[src/hdl/rqar_pkg.sv]
// Shared types and constants for the ready queue append/remove unit.
package rqar_pkg;

	localparam int STATUS_W = 2;
	localparam int TASK_W   = 8;
	localparam int LEN_W    = 5;

	localparam logic OP_APPEND = 1'b0;
	localparam logic OP_REMOVE = 1'b1;

	typedef enum logic [1:0] {
		STATUS_DONE      = 2'd0,
		STATUS_FULL      = 2'd1,
		STATUS_NOT_FOUND = 2'd2
	} rqar_status_t;

	typedef enum logic [1:0] {
		SEQ_IDLE,
		SEQ_SCAN,
		SEQ_SHIFT,
		SEQ_DONE
	} rqar_seq_state_t;

	typedef struct packed {
		logic [STATUS_W-1:0] status;
		logic [TASK_W-1:0]   head_task;
		logic                head_valid;
		logic [LEN_W-1:0]    queue_length;
	} rqar_result_t;

endpackage

[src/hdl/rqar_if.sv]
// Valid/ready channel interfaces for request and response words.
interface rqar_req_if
	import rqar_pkg::*;
();
	logic              valid;
	logic              ready;
	logic              operation;
	logic [TASK_W-1:0] task_id;

	modport source (output valid, output operation, output task_id, input ready);
	modport sink   (input valid, input operation, input task_id, output ready);
endinterface

interface rqar_rsp_if
	import rqar_pkg::*;
();
	logic                valid;
	logic                ready;
	logic [STATUS_W-1:0] status;
	logic [TASK_W-1:0]   head_task;
	logic                head_valid;
	logic [LEN_W-1:0]    queue_length;

	modport source (output valid, output status, output head_task, output head_valid,
		output queue_length, input ready);
	modport sink   (input valid, input status, input head_task, input head_valid,
		input queue_length, output ready);
endinterface

[src/hdl/rqar_mem.sv]
// Queue entry store: one write port, one registered read port.
module rqar_mem #(
	parameter int DEPTH = 16,
	parameter int WIDTH = 8
) (
	input  logic                     clk,
	input  logic                     we,
	input  logic [$clog2(DEPTH)-1:0] waddr,
	input  logic [WIDTH-1:0]         wdata,
	input  logic [$clog2(DEPTH)-1:0] raddr,
	output logic [WIDTH-1:0]         rdata
);

	logic [WIDTH-1:0] mem_q [DEPTH];
	logic [WIDTH-1:0] rdata_q;

	always_ff @(posedge clk) begin
		if (we) begin
			mem_q[waddr] <= wdata;
		end
	end

	always_ff @(posedge clk) begin
		rdata_q <= mem_q[raddr];
	end

	assign rdata = rdata_q;

endmodule

[src/hdl/rqar_seq.sv]
// Sequencer with the shared compare/index unit: appends to, scans and compacts the queue.
module rqar_seq
	import rqar_pkg::*;
#(
	parameter int QUEUE_DEPTH  = 16,
	parameter int TASK_ID_BITS = 8
) (
	input  logic                            clk,
	input  logic                            arst_n,
	input  logic                            start,
	input  logic                            op,
	input  logic [TASK_ID_BITS-1:0]         task_in,
	input  logic                            out_free,
	output logic                            idle,
	output logic                            res_valid,
	output rqar_result_t                    res,
	output logic                            mem_we,
	output logic [$clog2(QUEUE_DEPTH)-1:0]  mem_waddr,
	output logic [TASK_ID_BITS-1:0]         mem_wdata,
	output logic [$clog2(QUEUE_DEPTH)-1:0]  mem_raddr,
	input  logic [TASK_ID_BITS-1:0]         mem_rdata
);

	localparam int IDX_W = $clog2(QUEUE_DEPTH);
	localparam int CNT_W = $clog2(QUEUE_DEPTH + 1);

	rqar_seq_state_t         state_q, state_d;
	logic [CNT_W-1:0]        count_q, count_d;
	logic [CNT_W-1:0]        idx_q, idx_d;
	logic [TASK_ID_BITS-1:0] task_q, task_d;
	logic [TASK_ID_BITS-1:0] head_q, head_d;
	rqar_status_t            status_q, status_d;

	logic [CNT_W:0] idx_p1, idx_p2, cnt_x;
	logic           full, match;

	assign idx_p1 = {1'b0, idx_q} + (CNT_W+1)'(1);
	assign idx_p2 = {1'b0, idx_q} + (CNT_W+1)'(2);
	assign cnt_x  = {1'b0, count_q};
	assign full   = (count_q == CNT_W'(QUEUE_DEPTH));
	assign match  = (mem_rdata == task_q);

	always_ff @(posedge clk or negedge arst_n) begin
		if (!arst_n) begin
			state_q <= SEQ_IDLE;
			count_q <= '0;
		end else begin
			state_q <= state_d;
			count_q <= count_d;
		end
	end

	always_ff @(posedge clk) begin
		idx_q    <= idx_d;
		task_q   <= task_d;
		head_q   <= head_d;
		status_q <= status_d;
	end

	always_comb begin
		state_d   = state_q;
		count_d   = count_q;
		idx_d     = idx_q;
		task_d    = task_q;
		head_d    = head_q;
		status_d  = status_q;
		idle      = 1'b0;
		res_valid = 1'b0;
		mem_we    = 1'b0;
		mem_waddr = count_q[IDX_W-1:0];
		mem_wdata = task_in;
		mem_raddr = '0;
		case (state_q)
			SEQ_IDLE: begin
				idle = 1'b1;
				if (start) begin
					task_d   = task_in;
					status_d = STATUS_DONE;
					idx_d    = '0;
					if (op == OP_APPEND) begin
						state_d = SEQ_DONE;
						if (full) begin
							status_d = STATUS_FULL;
						end else begin
							mem_we  = 1'b1;
							count_d = count_q + CNT_W'(1);
							if (count_q == '0) begin
								head_d = task_in;
							end
						end
					end else if (count_q == '0) begin
						status_d = STATUS_NOT_FOUND;
						state_d  = SEQ_DONE;
					end else begin
						state_d = SEQ_SCAN;
					end
				end
			end
			SEQ_SCAN: begin
				// read of the next entry goes out while this one is compared
				mem_raddr = idx_p1[IDX_W-1:0];
				if (match) begin
					if (idx_p1 < cnt_x) begin
						state_d = SEQ_SHIFT;
					end else begin
						count_d = count_q - CNT_W'(1);
						state_d = SEQ_DONE;
					end
				end else if (idx_p1 < cnt_x) begin
					idx_d = idx_p1[CNT_W-1:0];
				end else begin
					status_d = STATUS_NOT_FOUND;
					state_d  = SEQ_DONE;
				end
			end
			SEQ_SHIFT: begin
				// entry idx+1 moves up to idx; entry idx+2 is fetched
				mem_we    = 1'b1;
				mem_waddr = idx_q[IDX_W-1:0];
				mem_wdata = mem_rdata;
				mem_raddr = idx_p2[IDX_W-1:0];
				idx_d     = idx_p1[CNT_W-1:0];
				if (idx_q == '0) begin
					head_d = mem_rdata;
				end
				if (idx_p2 >= cnt_x) begin
					count_d = count_q - CNT_W'(1);
					state_d = SEQ_DONE;
				end
			end
			SEQ_DONE: begin
				res_valid = 1'b1;
				if (out_free) begin
					state_d = SEQ_IDLE;
				end
			end
			default: begin
				state_d = SEQ_IDLE;
			end
		endcase
	end

	assign res.status       = status_q;
	assign res.head_valid   = (count_q != '0);
	assign res.head_task    = (count_q != '0) ? TASK_W'(head_q) : '0;
	assign res.queue_length = LEN_W'(count_q);

endmodule

[src/hdl/ready_queue_append_remove_unit.sv]
// Top level of the ready queue append/remove unit.
//
// Ordered queue of up to QUEUE_DEPTH task identifiers. A request word with
// operation append puts task_id at the tail (status full if no room); with
// operation remove it deletes the entry nearest the head equal to task_id
// and closes the gap, keeping order (status not found otherwise, also on an
// empty queue). Each request gives one response word with status, head task,
// head-valid flag and the queue length after the step. An append writes
// the tail when it is accepted; a remove compares the entries from the
// head one by one until a match or the end, then shifts each later entry
// up one place. This work runs on the single entry store, which gives
// one registered read and one write per cycle, and the one comparator
// that walks it. The unit takes one request at a time; a new request is
// accepted once the previous one has passed its response word to the output
// register, even if that word is still waiting there.
module ready_queue_append_remove_unit
	import rqar_pkg::*;
#(
	parameter int QUEUE_DEPTH  = 16,
	parameter int TASK_ID_BITS = 8
) (
	input  logic       clk,
	input  logic       arst_n,
	rqar_req_if.sink   req,
	rqar_rsp_if.source rsp
);

	localparam int IDX_W = $clog2(QUEUE_DEPTH);

	logic                    start, idle, res_valid, out_free;
	rqar_result_t            res;
	logic                    mem_we;
	logic [IDX_W-1:0]        mem_waddr, mem_raddr;
	logic [TASK_ID_BITS-1:0] mem_wdata, mem_rdata;
	logic [TASK_ID_BITS-1:0] task_in;

	rqar_result_t rsp_q;
	logic         rsp_valid_q;

	// identifiers wider than the store are cut, narrower ones zero-filled
	assign task_in   = TASK_ID_BITS'(req.task_id);
	assign req.ready = idle;
	assign start     = req.valid && idle;
	assign out_free  = !rsp_valid_q || rsp.ready;

	rqar_mem #(
		.DEPTH (QUEUE_DEPTH),
		.WIDTH (TASK_ID_BITS)
	) u_mem (
		.clk   (clk),
		.we    (mem_we),
		.waddr (mem_waddr),
		.wdata (mem_wdata),
		.raddr (mem_raddr),
		.rdata (mem_rdata)
	);

	rqar_seq #(
		.QUEUE_DEPTH  (QUEUE_DEPTH),
		.TASK_ID_BITS (TASK_ID_BITS)
	) u_seq (
		.clk       (clk),
		.arst_n    (arst_n),
		.start     (start),
		.op        (req.operation),
		.task_in   (task_in),
		.out_free  (out_free),
		.idle      (idle),
		.res_valid (res_valid),
		.res       (res),
		.mem_we    (mem_we),
		.mem_waddr (mem_waddr),
		.mem_wdata (mem_wdata),
		.mem_raddr (mem_raddr),
		.mem_rdata (mem_rdata)
	);

	// response register: holds the word until the sink takes it
	always_ff @(posedge clk or negedge arst_n) begin
		if (!arst_n) begin
			rsp_valid_q <= 1'b0;
		end else if (out_free) begin
			rsp_valid_q <= res_valid;
		end
	end

	always_ff @(posedge clk) begin
		if (out_free && res_valid) begin
			rsp_q <= res;
		end
	end

	assign rsp.valid        = rsp_valid_q;
	assign rsp.status       = rsp_q.status;
	assign rsp.head_task    = rsp_q.head_task;
	assign rsp.head_valid   = rsp_q.head_valid;
	assign rsp.queue_length = rsp_q.queue_length;

endmodule

[src/flat_wrapper.sv]
// flat-port wrapper written by rule: the top's interface ports become plain ports
module ready_queue_append_remove_unit_flat import rqar_pkg::*;
#(
	parameter int QUEUE_DEPTH  = 16,
	parameter int TASK_ID_BITS = 8
)
  (clk, arst_n, req_valid, req_operation, req_task_id, req_ready, rsp_valid, rsp_status, rsp_head_task, rsp_head_valid, rsp_queue_length, rsp_ready);
  rqar_req_if req_i ();
  rqar_rsp_if rsp_i ();
  input  logic clk;
  input  logic arst_n;
  input wire logic [$bits(req_i.valid)-1:0] req_valid;
  input wire logic [$bits(req_i.operation)-1:0] req_operation;
  input wire logic [$bits(req_i.task_id)-1:0] req_task_id;
  output wire logic [$bits(req_i.ready)-1:0] req_ready;
  output wire logic [$bits(rsp_i.valid)-1:0] rsp_valid;
  output wire logic [$bits(rsp_i.status)-1:0] rsp_status;
  output wire logic [$bits(rsp_i.head_task)-1:0] rsp_head_task;
  output wire logic [$bits(rsp_i.head_valid)-1:0] rsp_head_valid;
  output wire logic [$bits(rsp_i.queue_length)-1:0] rsp_queue_length;
  input wire logic [$bits(rsp_i.ready)-1:0] rsp_ready;
  assign req_i.valid = req_valid;
  assign req_i.operation = req_operation;
  assign req_i.task_id = req_task_id;
  assign req_ready = req_i.ready;
  assign rsp_valid = rsp_i.valid;
  assign rsp_status = rsp_i.status;
  assign rsp_head_task = rsp_i.head_task;
  assign rsp_head_valid = rsp_i.head_valid;
  assign rsp_queue_length = rsp_i.queue_length;
  assign rsp_i.ready = rsp_ready;
  ready_queue_append_remove_unit #(.QUEUE_DEPTH(QUEUE_DEPTH), .TASK_ID_BITS(TASK_ID_BITS)) u_core (.clk(clk), .arst_n(arst_n), .req(req_i), .rsp(rsp_i));
endmodule
[config.mk]
export PLATFORM = sky130hd
export DESIGN_NAME = ready_queue_append_remove_unit_flat
export DESIGN_NICKNAME = d
export VERILOG_FILES = /design/src/hdl/rqar_pkg.sv /design/src/hdl/rqar_if.sv /design/src/hdl/rqar_mem.sv /design/src/hdl/rqar_seq.sv /design/src/hdl/ready_queue_append_remove_unit.sv /design/src/flat_wrapper.sv
export SDC_FILE = /design/constraint.sdc
export NUM_CORES = 1
export LEC_CHECK = 0
export BUFFER_PORTS_ARGS = -buffer_cell sky130_fd_sc_hd__buf_2
export CAP_MARGIN = 40
export CORE_AREA = 2 2 186 188
export DETAILED_ROUTE_END_ITERATION = 6
export DIE_AREA = 0 0 188 190
export PLACE_DENSITY_LB_ADDON = 0.1
export SYNTH_ARGS = -nofsm -noshare
export SYNTH_HDL_FRONTEND = slang
export SYNTH_SLANG_ARGS = --single-unit
[constraint.sdc]
create_clock -name clk -period 2.77 [get_ports clk]
set_clock_uncertainty 0.2 [all_clocks]
set_input_delay 0.6925 -clock clk [delete_from_list [all_inputs] [get_ports clk]]
set_output_delay 0.6925 -clock clk [all_outputs]
set_load 0.03 [all_outputs]
* Word level (Yosys, flattened, before mapping)
Memory sizes are Yosys's and may differ from the RTL's. A register that Yosys moved wholly into a read port is not among the register bits.
Index checks and enable logic that the tools add are counted.
** Storage, ports and cells
- Memories :: 1
- RAM bits :: 128
- Flip-flop bits (word level) :: 47
** Memories
- u_core.u_mem.mem_q :: depth 16, width 8, read ports 1, clocked after Yosys merged registers in 1, write ports 1, RTL line rqar_mem.sv:14 : logic [WIDTH-1:0] mem_q [DEPTH];
** Operators by class
- Muxes and demuxes :: 44
- Add/subtract/negate cells :: 4
- Magnitude comparators :: 2
- Reduce and logical (&&, ||, !) cells :: 17
- Equal/unequal tests :: 17
** Operator list (number)
- $mux W8 :: 6
- $mux W5 :: 9
- $pmux W5 S3 :: 2
- $mux W2 :: 12
- $ne A2 B2 Y1 const B :: 9
- $pmux W8 S2 :: 1
- $reduce_and A4 Y1 :: 3
- $logic_not A5 Y1 :: 2
- $mux W1 :: 9
- $eq A8 B8 Y1 :: 1
- $pmux W2 S4 :: 1
- $pmux W4 S2 :: 1
- $reduce_and A7 Y1 :: 1
- $add A5 B1 Y6 const B :: 1
- $add A5 B2 Y6 const B :: 1
- $ge A6 B5 Y1 :: 1
- $lt A6 B5 Y1 :: 1
- $reduce_and A6 Y1 :: 1
- $add A5 B1 Y5 const B :: 1
- $eq A5 B5 Y1 const B :: 1
- $reduce_bool A5 Y1 :: 1
- $sub A5 B1 Y5 const B :: 1
- $eq A2 B2 Y1 const B :: 2
- $mux W4 :: 1
- 12 further kinds :: 15

* Longest topological paths before layout
- Depth in word-level cells :: 7
- Gate-level depth with buffers :: 10
- Depth with buffers taken out :: 10

* Cells and area by module
From an unflattened synthesis, not the netlist that was laid out.
** Second synthesis, totals
- Cells, all modules :: 440
- Area, all modules :: 7781.2 um^2
** Modules (own cells, without submodules)
- rqar_mem :: cells an instance 229, area an instance 5147.4 um^2, instances 1
- rqar_seq :: cells an instance 190, area an instance 2093.3 um^2, instances 1
- ready_queue_append_remove_unit :: cells an instance 21, area an instance 540.5 um^2, instances 1

* Worst setup path before layout
Ideal clock, no wire load.
- Path type :: register to register
- Start point :: reg u_core.u_seq.idx_q[1]
- End point :: reg u_core.u_seq.idx_q[0], enable pin
- Cell stages (with the launch flop) :: 10
- Clock period less this slack :: 2.809 ns
- Required time :: 2.194 ns
- Path buffers :: 0
- Arrival time :: 2.233 ns
- Setup slack :: -0.039 ns
- Path through :: edfxtp_1 -> ha_1 -> nand2_1 -> xnor2_1 -> ha_1 -> a21o_1 -> nand2_1 -> o211ai_1 -> nand2b_1 -> a211oi_1
** On the way
- Cells in the longest elaborated chain, start to end :: 4
** Ends and longest elaborated chain
- start: declaration :: RTL line rqar_seq.sv:29 : logic [CNT_W-1:0] idx_q, idx_d;
- start signal: assignment :: RTL line rqar_seq.sv:54 : idx_q <= idx_d;
- $add A5 B1 Y6 :: RTL line rqar_seq.sv:37 : assign idx_p1 = {1'b0, idx_q} + (CNT_W+1)'(1);
- named net u_core.u_seq.idx_p1[3] :: RTL line rqar_seq.sv:34 : logic [CNT_W:0] idx_p1, idx_p2, cnt_x;
- $lt A6 B5 Y1 :: RTL line rqar_seq.sv:109 : end else if (idx_p1 < cnt_x) begin
- $ne A2 B2 Y1 (no line)
- $reduce_and A4 Y1 (no line)
The timed path passes the listed nets, and every way through them passes these cells.
A chain may end at the register's enable or synchronous reset.

* Final worst setup path
- Start point :: reg u_core.u_seq.idx_q[1]
- End point :: reg u_core.u_seq.idx_q[1], enable pin
The elaborated chain is that of the path after synthesis.

==> flow_metrics.py <==
metrics = {
    "placed_design": {
        "place_inst": 967,
        "gp_congestion": 0.7522,
        "place_ws_ns": -0.09029,
        "portBuffers": 30,
        "dp_hpwl_um": 13790,
        "post_dp_cell_area_mm2": 0.008752,
    },
    "setup_path": {
        "worst_ep_arrival_time_ns": 2.69,
        "path_max_fanout": 5,
        "reg2regPathDepth": 10,
        "path_class": "register to register",
        "cp.required_ns": 2.71,
        "slowest_delay_ns": 0.43,
        "cp-start-kind": "register",
        "path_cells": "ha_2, nand2_2, xnor2_2, ha_1, a21o_1, nand2_1, o211ai_1, nand2b_1, a211oi_2, buf_4",
        "crit_slowest_cell": "edfxtp_1",
        "r2r-end": "u_core.u_seq.idx_q[1]",
        "r2r_start": "u_core.u_seq.idx_q[1]",
        "rrSetupSlack_ns": 0.02,
        "crit_path_end_kind": "register",
    },
    "logic_synthesis": {
        "syn_area_per_cell_um2": 17.23,
        "synth_top_family_by_area": "multiplexers",
        "yosysSeqAreaShare_pct": 69.93,
        "postSynthCellCount": 446,
        "yosysTopAreaCell": "edfxtp_1",
        "ys_types": 47,
        "synth_edf_count": 167,
        "synth_mux_area_share_pct": 11.56,
        "synth.top_cells.by_area": "edfxtp_1, mux4_2, ha_1, dfrtp_1, mux4_1",
        "synth_ff_type": "edfxtp_1",
        "syn_nets": 481,
        "synth_compound_area_share_pct": 4.949,
        "synthArstFlopShare_pct": 4.372,
        "yosys.area_share.simple_pct": 5.974,
        "yosysWarningCount": 0,
        "synth_area_mm2": 0.007686,
        "synth.ff_latch_count": 183,
        "synth_fa_ha_area_share_pct": 3.679,
        "synth_top_area_share_pct": 65.24,
        "synth-xor-area-share_pct": 2.051,
    },
    "power": {
        "comb_power_share_pct": 44.2,
        "p_int_mw": 7.439,
        "power_frac_clock_pct": 20.3,
        "max-vdd-ir-drop_mv": 0.4939,
        "power_mw": 11.95,
        "leakagePower_nw": 3.309,
        "seqPwrFrac_pct": 35.5,
        "pwr_density_cell_mw_per_mm2": 1270,
        "p_switching_mw": 4.515,
        "sw_frac_of_total_pct": 37.77,
    },
    "route": {
        "wl_um": 19340,
        "met2_length_um": 9658,
        "via_count": 4156,
        "detail-route-antenna-nets": 0,
        "detail_route.drc_violations": 0,
        "via_per_inst": 4.152,
        "wire_per_inst_um": 19.32,
        "drtIter0Drc": 342,
        "wl_met1_um": 9125,
        "firstDrtPassIters": 5,
        "routed.top_layer": "met4",
        "wl_met3_um": 501,
    },
    "timing": {
        "layout_setup_ws_ns": 0.01743,
        "layout_min_cycle_time_ns": 2.753,
        "min_period_over_period_pct": 99.37,
        "hold_viol": 0,
        "slew_headroom_pct": 44.87,
        "worst_pin_slew_ns": 0.8240,
        "fmax_ghz": 0.3633,
        "rsz0062_at_grt": "true",
        "setup_viol": 0,
        "setup_tns_ns": 0,
        "finalMaxSlewViolations": 0,
        "hold_ws_ns": 0.2218,
    },
    "grt": {
        "grt_util_all_layers_pct": 11.31,
        "grt_pass1_wl_um": 28970,
        "antenna_found_initial": 0,
        "grt_max_degree": 25,
        "overflow": 0,
        "grt_pass1_vias": 4418,
    },
    "finish": {
        "antenna_cells": 0,
        "final_common_cell": "edfxtp_1",
        "final_nets": 568,
        "utilization_pct": 27.72,
        "synthToLayoutAreaGrowth_pct": 22.45,
        "fin_cells": 1001,
        "final_area_mm2": 0.009412,
        "drive_above_1_share_pct": 30.04,
        "layout_common_cells": "edfxtp_1, buf_4, buf_2",
        "fillers": 3404,
    },
    "min_path": {
        "holdPathEnd": "u_core.rsp.status[1]",
        "hold_class": "register to register",
        "min_path_cells": 0,
        "hold_start": "u_core.u_seq.status_q[1]",
    },
    "clock_network": {
        "root_buffer": "clkbuf_16",
        "cts_buffer_depth": 2,
        "htreeDepth": 4,
        "cts_buffers": 17,
        "cts_tree": "done",
        "worst_skew_pair.late_latency_ns": 0.44,
        "clkSinkCount": 183,
        "clk_pin_slew_ns": 0.07,
    },
    "die": {
        "chipHeight_um": 190,
        "core_mm2": 0.03395,
        "die-area_mm2": 0.03572,
        "ioPinCount": 31,
        "initial_core_util_pct": 22.64,
        "num_rows": 68,
        "die_x_um": 188,
    },
    "flow_run": {
        "cap_violations": 0,
    },
    "status": {
        "status": "complete, no violations",
    },
}
==> flip-flops by register name, summed over array words and instances, names as in the netlist, 5 cells and up <==
name,count
u_core.u_mem.mem_q,128
u_core.rsp.head_task,8
u_core.u_mem.rdata,8
u_core.u_seq.head_q,8
u_core.u_seq.task_q,8
u_core.rsp.queue_length,5
u_core.u_seq.count_q,5
u_core.u_seq.idx_q,5
==> timing repair <==
| item | CTS | global route |
|---|---|---|
| hold buffers | 1 | 0 |
| endpoints found under the hold margin | 8 | 0 |
| pin swaps | 4 | 2 |
| resized for setup | 7 | 2 |
| endpoints found under the setup margin | 9 | 12 |
| buffers inserted | 1 | 0 |
==> power groups by stage <==
stage	sequential (mW)	clock (mW)	combinational, mW
2_1_floorplan	4.42	0	3.11
3_3_place_gp	4.31	0	5.33
3_5_place_dp	4.31	0	5.34
4_1_cts	4.26	2.50	5.41
5_1_grt	4.31	2.61	5.84
6_report	4.25	2.42	5.28
==> final cells by class <==
cell class                      count  area [um^2]  share of cell area [%]
Clock inverter                     15        173.9                   1.848
Inverter                           14        52.55                  0.5584
Multi-Input combinational cell    234         2227                   23.66
Timing Repair Buffer               83        588.1                   6.248
Clock buffer                       17        425.4                   4.520
Sequential cell                   183         5375                   57.11
Tap cell                          455        569.3                   6.049
==> worst max-delay path, delay by kind of cell, from the launching register on <==
kind | cells | cell delay [ns]
DFF | 1 | 0.43
xor gates and xnor gates | 1 | 0.14
buffers and inverters | 1 | 0.20
AOI/OAI and AO/OA | 3 | 0.61
and+or+nand+nor | 3 | 0.36
adders and majority gates | 2 | 0.52
==> layer usage <==
metal | GRT usage [%] | vias to the layer above
met1 | 14.89 | 2157
met3 | 2.693 | 2
met4 | 1.817 | 0
met2 | 19.26 | 77
met5 | 0 | -
li1 | - | 1920
==> cells in the mapped netlist (all sizes together) (6+ instances only) <==
| cell | instances |
|---|---|
| a22oi | 16 |
| and2 | 16 |
| mux4 | 32 |
| nand2 | 26 |
| edfxtp | 167 |
| xnor2 | 7 |
| mux2 | 9 |
| nor2 | 26 |
| xor2 | 11 |
| buf | 14 |
| nand2b | 6 |
| dfrtp | 8 |
| ha | 21 |
| dfxtp | 8 |
| a21oi | 8 |
| o21ai | 6 |
| inv | 14 |
==> worst max path at each step <==
stage	from	endpoint	depth (start not counted)
3_5_place_dp	u_core.u_seq.idx_q[1]	u_core.u_seq.idx_q[4]	10
6_report	u_core.u_seq.idx_q[1]	u_core.u_seq.idx_q[1]	10
5_1_grt	u_core.u_seq.idx_q[1]	u_core.u_seq.idx_q[2]	10
3_3_place_gp	u_core.u_seq.idx_q[1]	u_core.u_seq.idx_q[3]	10
2_1_floorplan	u_core.u_seq.idx_q[1]	u_core.u_seq.count_q[1]	10
4_1_cts	u_core.u_seq.idx_q[1]	u_core.u_seq.count_q[0]	9
==> cell families after synthesis <==
logic type / after synthesis
fa+ha+maj: 22
mux: 45
xor+xnor: 18
compound gates: 54
flops: 183
simple gates: 95
buf+inv: 29
No activity file was read; power rests on OpenSTA's default activity.
